**config.mk**
```make
export PLATFORM = sky130hd
export DESIGN_NAME = sql_keyword_stream_detector
export DESIGN_NICKNAME = d
export VERILOG_FILES = /design/src/rtl/skd_pkg.sv /design/src/rtl/skd_cell.sv /design/src/rtl/skd_kw_match.sv /design/src/rtl/sql_keyword_stream_detector.sv
export VERILOG_INCLUDE_DIRS = /design/src /design/src/rtl
export SDC_FILE = /design/constraint.sdc
export NUM_CORES = 1
export LEC_CHECK = 0
export BUFFER_PORTS_ARGS = -buffer_cell sky130_fd_sc_hd__buf_4
export CORE_UTILIZATION = 50
export CTS_BUF_LIST = sky130_fd_sc_hd__clkbuf_8
export DETAILED_ROUTE_END_ITERATION = 10
export PLACE_DENSITY = 0.66
export RECOVER_POWER = 25
export SETUP_SLACK_MARGIN = 0.4
export SLEW_MARGIN = 25
export SYNTH_ARGS = -nofsm -noshare
export SYNTH_HDL_FRONTEND = slang
export SYNTH_SLANG_ARGS = --single-unit
```
**constraint.sdc**
```tcl
create_clock -name clk -period 6.3 [get_ports clk]
set_input_delay 1.26 -clock clk [delete_from_list [all_inputs] [get_ports clk]]
set_output_delay 1.26 -clock clk [all_outputs]
set_load 0.02 [all_outputs]
```
**src/rtl/sql_keyword_stream_detector_macros.svh**
```systemverilog
// assertion helpers for the detector top level
`ifndef SQL_KEYWORD_STREAM_DETECTOR_MACROS_SVH
`define SQL_KEYWORD_STREAM_DETECTOR_MACROS_SVH

// same-cycle implication, checked outside reset
`define SKD_ASSERT_IMPL(lbl, ante, cons, msg) \
  lbl: assert property (@(posedge clk) disable iff (rst) (ante) |-> (cons)) else $error(msg);

// next-cycle implication, checked outside reset
`define SKD_ASSERT_NEXT(lbl, ante, cons, msg) \
  lbl: assert property (@(posedge clk) disable iff (rst) (ante) |=> (cons)) else $error(msg);

`endif

```
**src/rtl/skd_pkg.sv**
```systemverilog
`default_nettype none

package skd_pkg;

  localparam int unsigned HIST_DEPTH = 13;
  localparam int unsigned KW_COUNT   = 10;
  localparam int unsigned KW_MAXLEN  = 12;

  // keyword text, right-aligned: last character in the lowest byte
  localparam logic [KW_MAXLEN*8-1:0] KW_TEXT [KW_COUNT] = '{
    (KW_MAXLEN*8)'("AND"),
    (KW_MAXLEN*8)'("OR"),
    (KW_MAXLEN*8)'("SELECT"),
    (KW_MAXLEN*8)'("INSERT INTO"),
    (KW_MAXLEN*8)'("VALUES"),
    (KW_MAXLEN*8)'("UPDATE"),
    (KW_MAXLEN*8)'("DELETE FROM"),
    (KW_MAXLEN*8)'("UNION SELECT"),
    (KW_MAXLEN*8)'("ORDER BY"),
    (KW_MAXLEN*8)'("GROUP BY")
  };
  localparam int unsigned KW_LEN [KW_COUNT] = '{3, 2, 6, 11, 6, 6, 11, 12, 8, 8};

  localparam int unsigned FROM_LEN = 4;
  localparam logic [FROM_LEN*8-1:0] FROM_TEXT = "FROM";

  localparam logic [7:0] CH_SPACE = 8'h20;
  localparam logic [7:0] CH_W = 8'h57;
  localparam logic [7:0] CH_H = 8'h48;
  localparam logic [7:0] CH_E = 8'h45;
  localparam logic [7:0] CH_R = 8'h52;

  // one history slot as seen by the matchers
  typedef struct packed {
    logic [7:0] raw;
    logic [7:0] ch;    // upper-case folded
    logic       word;
    logic       vld;
  } cell_t;

  function automatic logic is_word(input logic [7:0] c);
    return (c >= 8'h61 && c <= 8'h7A) || (c >= 8'h41 && c <= 8'h5A) ||
           (c >= 8'h30 && c <= 8'h39) || (c == 8'h5F);
  endfunction

  function automatic logic is_space(input logic [7:0] c);
    return (c == CH_SPACE) || (c >= 8'h09 && c <= 8'h0D);
  endfunction

  function automatic logic [7:0] fold(input logic [7:0] c);
    return (c >= 8'h61 && c <= 8'h7A) ? (c - 8'h20) : c;
  endfunction

endpackage

`default_nettype wire

```
**src/rtl/skd_cell.sv**
```systemverilog
`default_nettype none

module skd_cell (
  input  wire logic          clk,
  input  wire logic          rst,
  input  wire logic          en,
  input  wire logic [7:0]    din_byte,
  input  wire logic          din_vld,
  output skd_pkg::cell_t     q
);

  logic [7:0] byte_q;
  logic       vld;

  always_ff @(posedge clk) begin
    if (rst) begin
      vld <= 1'b0;
    end else if (en) begin
      vld <= din_vld;
    end
  end

  always_ff @(posedge clk) begin
    if (en) begin
      byte_q <= din_byte;
    end
  end

  always_comb begin
    q.raw  = byte_q;
    q.ch   = skd_pkg::fold(byte_q);
    q.word = skd_pkg::is_word(byte_q);
    q.vld  = vld;
  end

endmodule

`default_nettype wire

```
**src/rtl/skd_kw_match.sv**
```systemverilog
`default_nettype none

module skd_kw_match (
  input  wire skd_pkg::cell_t cells [skd_pkg::HIST_DEPTH],
  output logic                kw_any,
  output logic                from_hit
);

  logic [skd_pkg::KW_COUNT-1:0] kw_hit;

  // slot j holds the character j places back from the newest one
  for (genvar k = 0; k < skd_pkg::KW_COUNT; k++) begin : g_kw
    localparam int unsigned L = skd_pkg::KW_LEN[k];
    always_comb begin
      kw_hit[k] = cells[L-1].vld && !(cells[L].vld && cells[L].word);
      for (int j = 0; j < L; j++) begin
        if (cells[j].ch != skd_pkg::KW_TEXT[k][j*8 +: 8]) begin
          kw_hit[k] = 1'b0;
        end
      end
    end
  end

  always_comb begin
    from_hit = cells[skd_pkg::FROM_LEN-1].vld &&
               !(cells[skd_pkg::FROM_LEN].vld && cells[skd_pkg::FROM_LEN].word);
    for (int j = 0; j < skd_pkg::FROM_LEN; j++) begin
      if (cells[j].ch != skd_pkg::FROM_TEXT[j*8 +: 8]) begin
        from_hit = 1'b0;
      end
    end
  end

  assign kw_any = |kw_hit;

endmodule

`default_nettype wire

```
**src/rtl/sql_keyword_stream_detector.sv**
```systemverilog
// throughput: one byte per cycle, texts back to back, unless a closed text waits on a full
// result slot; the history chain shifts every transfer. found reaches m_tdata through the
// tail flag and the output register, judged from the registered history once that holds
// the last byte and the slot is free, while the next text's first byte enters a cleared chain
// reset: synchronous, active high; empties history, clears match threads and the output slot
`default_nettype none

`include "sql_keyword_stream_detector_macros.svh"

module sql_keyword_stream_detector (
  input  wire logic       clk,
  input  wire logic       rst,
  // input stream
  input  wire logic       s_tvalid,
  output logic            s_tready,
  input  wire logic [7:0] s_tdata,   // [7:0] text_byte
  input  wire logic       s_tlast,   // end_of_text
  // result stream, one transfer per text
  output logic            m_tvalid,
  input  wire logic       m_tready,
  output logic [7:0]      m_tdata    // [0] found, [7:1] zero
);

  localparam int unsigned HD = skd_pkg::HIST_DEPTH;

  // from..where thread positions
  localparam int unsigned FW_WS   = 0;  // whitespace run after "FROM "
  localparam int unsigned FW_WORD = 1;  // word run
  localparam int unsigned FW_P0   = 2;  // after the space before WHERE
  localparam int unsigned FW_P1   = 3;
  localparam int unsigned FW_P2   = 4;
  localparam int unsigned FW_P3   = 5;
  localparam int unsigned FW_P4   = 6;
  localparam int unsigned FW_P5   = 7;  // WHERE complete, waits for a boundary

  skd_pkg::cell_t cq       [HD];
  logic [7:0]     cin_byte [HD];
  logic           cin_vld  [HD];

  logic [7:0] fw_state;
  logic [7:0] fw_next;
  logic       found_flag;
  logic       found_next;
  logic       tail;        // last byte of a text sits in the history
  logic       out_valid;
  logic       out_found;

  logic       accept;
  logic       out_free;
  logic       finish;
  logic       kw_any;
  logic       from_hit;
  logic       hit_now;     // a pattern ends at the newest history byte

  logic [7:0] in_fold;
  logic       in_word;
  logic       in_space;
  logic       in_sp;
  logic       thread_w;

  assign out_free = !out_valid || m_tready;
  assign s_tready = !tail || out_free;
  assign accept   = s_tvalid && s_tready;
  assign finish   = tail && out_free;

  // ------------------------------------------------------------------
  // history chain: newest byte in cell 0, each transfer moves all one
  // step on; closing a text empties every cell behind the new byte
  // ------------------------------------------------------------------
  assign cin_byte[0] = s_tdata;
  assign cin_vld[0]  = accept;

  for (genvar i = 1; i < HD; i++) begin : g_link
    assign cin_byte[i] = cq[i-1].raw;
    assign cin_vld[i]  = cq[i-1].vld && !finish;
  end

  for (genvar i = 0; i < HD; i++) begin : g_cell
    skd_cell u_cell (
      .clk      (clk),
      .rst      (rst),
      .en       (accept || finish),
      .din_byte (cin_byte[i]),
      .din_vld  (cin_vld[i]),
      .q        (cq[i])
    );
  end

  skd_kw_match u_match (
    .cells    (cq),
    .kw_any   (kw_any),
    .from_hit (from_hit)
  );

  assign hit_now = kw_any || fw_state[FW_P5];

  // ------------------------------------------------------------------
  // from..where threads and the sticky flag, driven by the incoming byte
  // ------------------------------------------------------------------
  assign in_fold  = skd_pkg::fold(s_tdata);
  assign in_word  = skd_pkg::is_word(s_tdata);
  assign in_space = skd_pkg::is_space(s_tdata);
  assign in_sp    = (s_tdata == skd_pkg::CH_SPACE);
  assign thread_w = fw_state[FW_WS] || fw_state[FW_WORD];

  always_comb begin
    fw_next          = '0;
    fw_next[FW_WS]   = (fw_state[FW_WS] && in_space) || (in_sp && from_hit);
    fw_next[FW_WORD] = thread_w && in_word;
    fw_next[FW_P0]   = thread_w && in_sp;
    fw_next[FW_P1]   = fw_state[FW_P0] && (in_fold == skd_pkg::CH_W);
    fw_next[FW_P2]   = fw_state[FW_P1] && (in_fold == skd_pkg::CH_H);
    fw_next[FW_P3]   = fw_state[FW_P2] && (in_fold == skd_pkg::CH_E);
    fw_next[FW_P4]   = fw_state[FW_P3] && (in_fold == skd_pkg::CH_R);
    fw_next[FW_P5]   = fw_state[FW_P4] && (in_fold == skd_pkg::CH_E);
  end

  // a non-word byte closes whatever ended on the byte before it
  assign found_next = found_flag || (!in_word && hit_now);

  always_ff @(posedge clk) begin
    if (rst) begin
      fw_state   <= '0;
      found_flag <= 1'b0;
      tail       <= 1'b0;
      out_valid  <= 1'b0;
    end else begin
      if (finish) begin
        // new text starts from an empty history, so no thread can open yet
        fw_state   <= '0;
        found_flag <= 1'b0;
        tail       <= accept && s_tlast;
      end else if (accept) begin
        fw_state   <= fw_next;
        found_flag <= found_next;
        tail       <= s_tlast;
      end
      if (finish) begin
        out_valid <= 1'b1;
      end else if (m_tready) begin
        out_valid <= 1'b0;
      end
    end
  end

  // end of text counts as the closing boundary
  always_ff @(posedge clk) begin
    if (finish) begin
      out_found <= found_flag || hit_now;
    end
  end

  assign m_tvalid = out_valid;
  assign m_tdata  = {7'b0, out_found};

  // ------------------------------------------------------------------
  // checks
  // ------------------------------------------------------------------
  `SKD_ASSERT_IMPL(a_result_after_tail, $rose(m_tvalid), $past(tail), "result without a closed text")
  `SKD_ASSERT_IMPL(a_stall_on_full, tail && !out_free, !s_tready, "byte taken while text close is blocked")
  `SKD_ASSERT_NEXT(a_clear_on_close, finish && !accept, !cq[0].vld, "history kept after text close")
  `SKD_ASSERT_IMPL(a_thread_needs_hist, fw_state != 8'd0, cq[0].vld, "thread active on empty history")

endmodule

`default_nettype wire

```
Yosys cells after proc, flatten, opt, wreduce, memory -nomap -nowiden:

Index checks and enable logic that the tools add are counted.

* bits in registers: 129
* latch bits: 0
* memory bits (writable): 0
* bits in read-only memories: 0
* input bits: 13
* output and inout bits: 10
* logic and storage cells: 383
* memories kept: 0

* add/subtract/negate cells: 13
* multipliers: 0
* divide/modulo/power cells: 0
* order comparisons: 62
* eq/ne operators: 68
* shift operators: 0
* mux-type cells: 91
* bitwise gates (word level): 0
* reductions and logical operators: 118

Operators by type and width (number)
* 8-bit by 7-bit != test with 1-bit output, second input constant: 52
* 8-bit by 7-bit >= comparator with 1-bit output, second input constant: 22
* 8-bit by 7-bit <= comparator with 1-bit output, second input constant: 22
* 8-bit 2-to-1 mux: 13
* 8-bit by 6-bit subtractor with 8-bit output, second input constant: 13
* 8-bit by 7-bit equality test with 1-bit output, second input constant: 12
* 1-bit 2-to-1 mux: 78
* 1-bit logical AND: 70
* 8-bit by 6-bit >= comparator with 1-bit output, second input constant: 8
* 8-bit by 6-bit <= comparator with 1-bit output, second input constant: 8
* 1-bit logical OR: 33
* 8-bit by 6-bit != test with 1-bit output, second input constant: 3
* 1-bit logical NOT: 11
* 10-bit OR reduction: 1
* 8-bit by 6-bit equality test with 1-bit output, second input constant: 1
* 8-bit by 4-bit >= comparator with 1-bit output, second input constant: 1
* 8-bit by 4-bit <= comparator with 1-bit output, second input constant: 1
* 2-bit nonzero test: 2
* 2-bit OR reduction: 1

Longest topological paths before layout:

* depth after elaboration: 24
* gate-level depth with buffers: 10
* mapped depth without buffers: 9

Hierarchy:

From an unflattened synthesis, not the netlist that was laid out.

* cell total of the unflattened synthesis: 883
* area, all modules: 8713.4 sq um

Modules (own cells, without submodules)
* skd_cell: instances 13, cells an instance 49, area an instance 534.3 sq um, sequential area each 260.2 sq um
* sql_keyword_stream_detector: instances 1, cells an instance 123, area an instance 952.2 sq um, sequential area each 250.2 sq um
* skd_kw_match: instances 1, cells an instance 123, area an instance 815.8 sq um, sequential area each 0.0 sq um

Least setup slack after synthesis:

Ideal clock, no wire load.

* path kind: input to register
* from: in m_tready
* to: reg g_cell[0].u_cell.byte_q[0] (enable)
* setup time: 951 ps
* arrival time: 3595 ps
* required time: 5349 ps
* setup slack: 1754 ps
* stages on the path: 4
* cells stage by stage: nand2b_1 > nand2_1 > clkbuf_1 > nand2_1

* word-level cells in the longest chain between the ends: 4
* elaborated cells on any way between the ends: 5
* those cells by class: reduce/logical (5)

RTL lines
* start: declaration: line sql_keyword_stream_detector.sv:20 `input wire logic m_tready,`
* 1-bit logical OR *: line sql_keyword_stream_detector.sv:61 `assign out_free = !out_valid || m_tready;`
* 1-bit logical OR: line sql_keyword_stream_detector.sv:62 `assign s_tready = !tail || out_free;`
* 1-bit logical AND: line sql_keyword_stream_detector.sv:63 `assign accept = s_tvalid && s_tready;`
* 1-bit logical OR *: line sql_keyword_stream_detector.sv:82 `.en (accept || finish),`
* net g_cell[0].u_cell.en: line skd_cell.sv:6 `input wire logic en,`
* end signal: assignment: line skd_cell.sv:25 `byte_q <= din_byte;`
* end: declaration: line skd_cell.sv:12 `logic [7:0] byte_q;`

The timed path passes the listed nets; every way through them passes the cells marked *.
A chain may end at the register's enable or synchronous reset.

Worst setup path after layout:

* from: in m_tready
* to: out s_tready

* word-level cells in the longest chain between the ends: 2

RTL lines
* 1-bit logical OR: line sql_keyword_stream_detector.sv:61
* 1-bit logical OR: line sql_keyword_stream_detector.sv:62
* end: declaration: line sql_keyword_stream_detector.sv:15 `output logic s_tready,`

No other way between the ends.

==> results.toml <==
[cts]
cts_resized = 0
postCtsSetupRepairBufs = 0
hold_buffers = 0
cts_buffer_depth = 2
cts_buffers = 17
clk_pin_slew_ns = 0.06
cts_tree = "done"
clk_latency_ns = 0.45
htree_levels = 4
cts-root-buf = "clkbuf_8"
clkSinkCount = 129

[drt]
drt-total-wl_um = 16100
wl_met2_um = 7740
via_per_inst = 6.26
first_iter_violations = 603
drt_first_pass_iters = 6
num_vias = 5123
top_layer = "met4"
ant_nets = 0
drc = 0
wl_per_cell_um = 19.6
met1_length_um = 6960
met3_length_um = 1130

[placement]
portBuffers = 15
gp_congestion = 0.907
dp_hpwl_um = 11600
place_inst = 787

[floorplanning]
rows = 41
coreArea_um2 = 12800
die_area_um2 = 13700
initial_core_util = 0.520
dieHeight_um = 117
ios = 23
die_w_um = 117

[synth]
synth-seq-cells = 129
synth_edf_count = 105
synth.distinct_cells = 66
synth_area_um2 = 6640
yosysSeqAreaShare = 0.547
synthArstFlopShare = 0
synth_top_area_share = 0.475
syn-instance-count = 613
synth.area.top_cells = "edfxtp_1 (47%), dfxtp_1 (7.2%), ha_1 (5.1%)"
synth_top_area_cell = "edfxtp_1"
yosys_warnings = 0
synth.avg_cell_area_um2 = 10.8
yosys_most_used_dff = "edfxtp_1"

[power_and_ir_drop]
power_density_nw_per_um2 = 264
ir_drop_v = 0.000172
p_leak_nw = 2.53

[grt]
grt_pass1_wl_um = 25400
grt_overflow = 0
grt_pass1_vias = 4701
grt_max_degree = 65
antenna_found_initial = 0
grtUsageTotal = 0.253

[timing]
max_slew_margin = 0.483
finClkSkew_ns = 0.0157
finalMaxSlewViolations = 0
rsz0062_at_grt = "no"
worstMarginPinSlew_ns = 0.776
setup_tns_ns = 0
fin_crit_sh = 0.491
setup_viol = 0
fmax_ghz = 0.323
period_needed_ns = 3.09
hold_viol = 0

[critical_path]
worstPathArrival_ns = 1.83
crit_fanout = 4
start_kind = "input port"
worstSetupPathType = "input port to output pin"
critPathCaptureType = "output pin"
cp.required_ns = 5.04

[cells_and_area]
fin_nets = 674
final_cells = 819
layout_common_cells = "edfxtp_1 (105), nand2_1 (56), inv_1 (42)"
antennaDiodeCount = 0
drive_gt1_frac = 0.0773
final_util = 0.569
final_common_cell = "edfxtp_1"
syn_to_final_growth_pct = 9.44

[run]
drv_cap = 0

[hold_path]
holdCritPathClass = "flip-flop to flip-flop"

[outcome]
status = "finished clean"
## logic make-up after synthesis
group / after synthesis / synth area share
AND/OR/NAND/NOR: 284 / 0.248
flip-flops: 129 / 0.547
AO/OA/AOI/OAI: 113 / 0.113
buffers and inverters: 58 / 0.0384
adder cells (fa/ha/maj): 27 / 0.0509
XOR/XNOR: 1 / 0.00132
other: 1 / 0.000565
## worst max-delay path: stages
cell,delay (ns)
buf_4,0.11
nor2b_1,0.13
nand2_1,0.14
buf_4,0.19
## cells in the mapped netlist, types with 3 or more instances
cell      count
a21oi_1      36
a31oi_1      11
a41oi_1       3
and2_1        3
and3_1        7
and4b_1       6
buf_4         8
clkbuf_1     10
dfxtp_1      24
edfxtp_1    105
ha_1         27
inv_1        38
nand2_1      57
nand2b_1     11
nand3_1      27
nand3b_1      9
nand4_1      29
nand4b_1      7
nor2_1       34
nor2b_1      10
nor3_1       18
nor3b_1      10
nor4_1       19
nor4b_1       8
nor4bb_1      5
o211ai_1      7
o21a_1        5
o21ai_0      12
o21ai_1       4
o31ai_1       5
or3_1         5
or4_1         7
or4b_1        3
## through the flow
stage | setup slack [ns] | cell area (µm²) | hold WS, ns | power [W]
after floorplan | 1.75 | 6660 | 0.417 | 0.00120
after global placement | 2.86 | 6890 | 0.425 | 0.00126
after detailed placement | 2.78 | 6890 | 0.435 | 0.00127
after CTS | 3.21 | 7270 | 0.451 | 0.00193
after global routing | 3.09 | 7270 | 0.459 | 0.00199
final | 3.21 | 7270 | 0.450 | 0.00192
## flip-flops by register name, summed over array words and instances (netlist names)
name and flops:
m_tvalid 1, out_found 1, tail 1, g_cell.u_cell.vld 13
g_cell.u_cell.byte_q 104, found_flag 1, fw_state 8
## report_power, final
part / total, W / switching, W / internal, W / leakage [nW]
combinational: 0.000167 / 0.000104 / 0.0000638 / 1.11
sequential: 0.00109 / 0.0000901 / 0.000999 / 1.22
clock: 0.000661 / 0.000306 / 0.000355 / 0.207
total: 0.00192 / 0.000500 / 0.00142 / 2.53
## layout make-up
cell class	instances	area [µm²]
Fill cell	1064	5510
Tap cell	172	215
Inverter	38	143
Sequential cell	129	3630
Clock buffer	22	303
Timing Repair Buffer	16	120
Multi-Input combinational cell	432	2780
Clock inverter	10	71.3
## final timing paths
kind | end | startpoint | cells past startpoint | slack, ns
worst min register to register | g_cell[1].u_cell.byte_q[7] | g_cell[0].u_cell.byte_q[7] | 0 | 0.45
worst min-delay path | g_cell[1].u_cell.byte_q[7] | g_cell[0].u_cell.byte_q[7] | 0 | 0.45
worst max register to register | found_flag | g_cell[3].u_cell.byte_q[5] | 9 | 3.28
worst max-delay path | s_tready | m_tready | 4 | 3.21
## metal layers
metal | vias to the layer above | track usage
met3 | 19 | 0.0700
li1 | 2421 | -
met5 | - | 0
met1 | 2505 | 0.326
met2 | 178 | 0.411
met4 | 0 | 0.0869
Note: power is estimated with default switching activity, not from simulation.
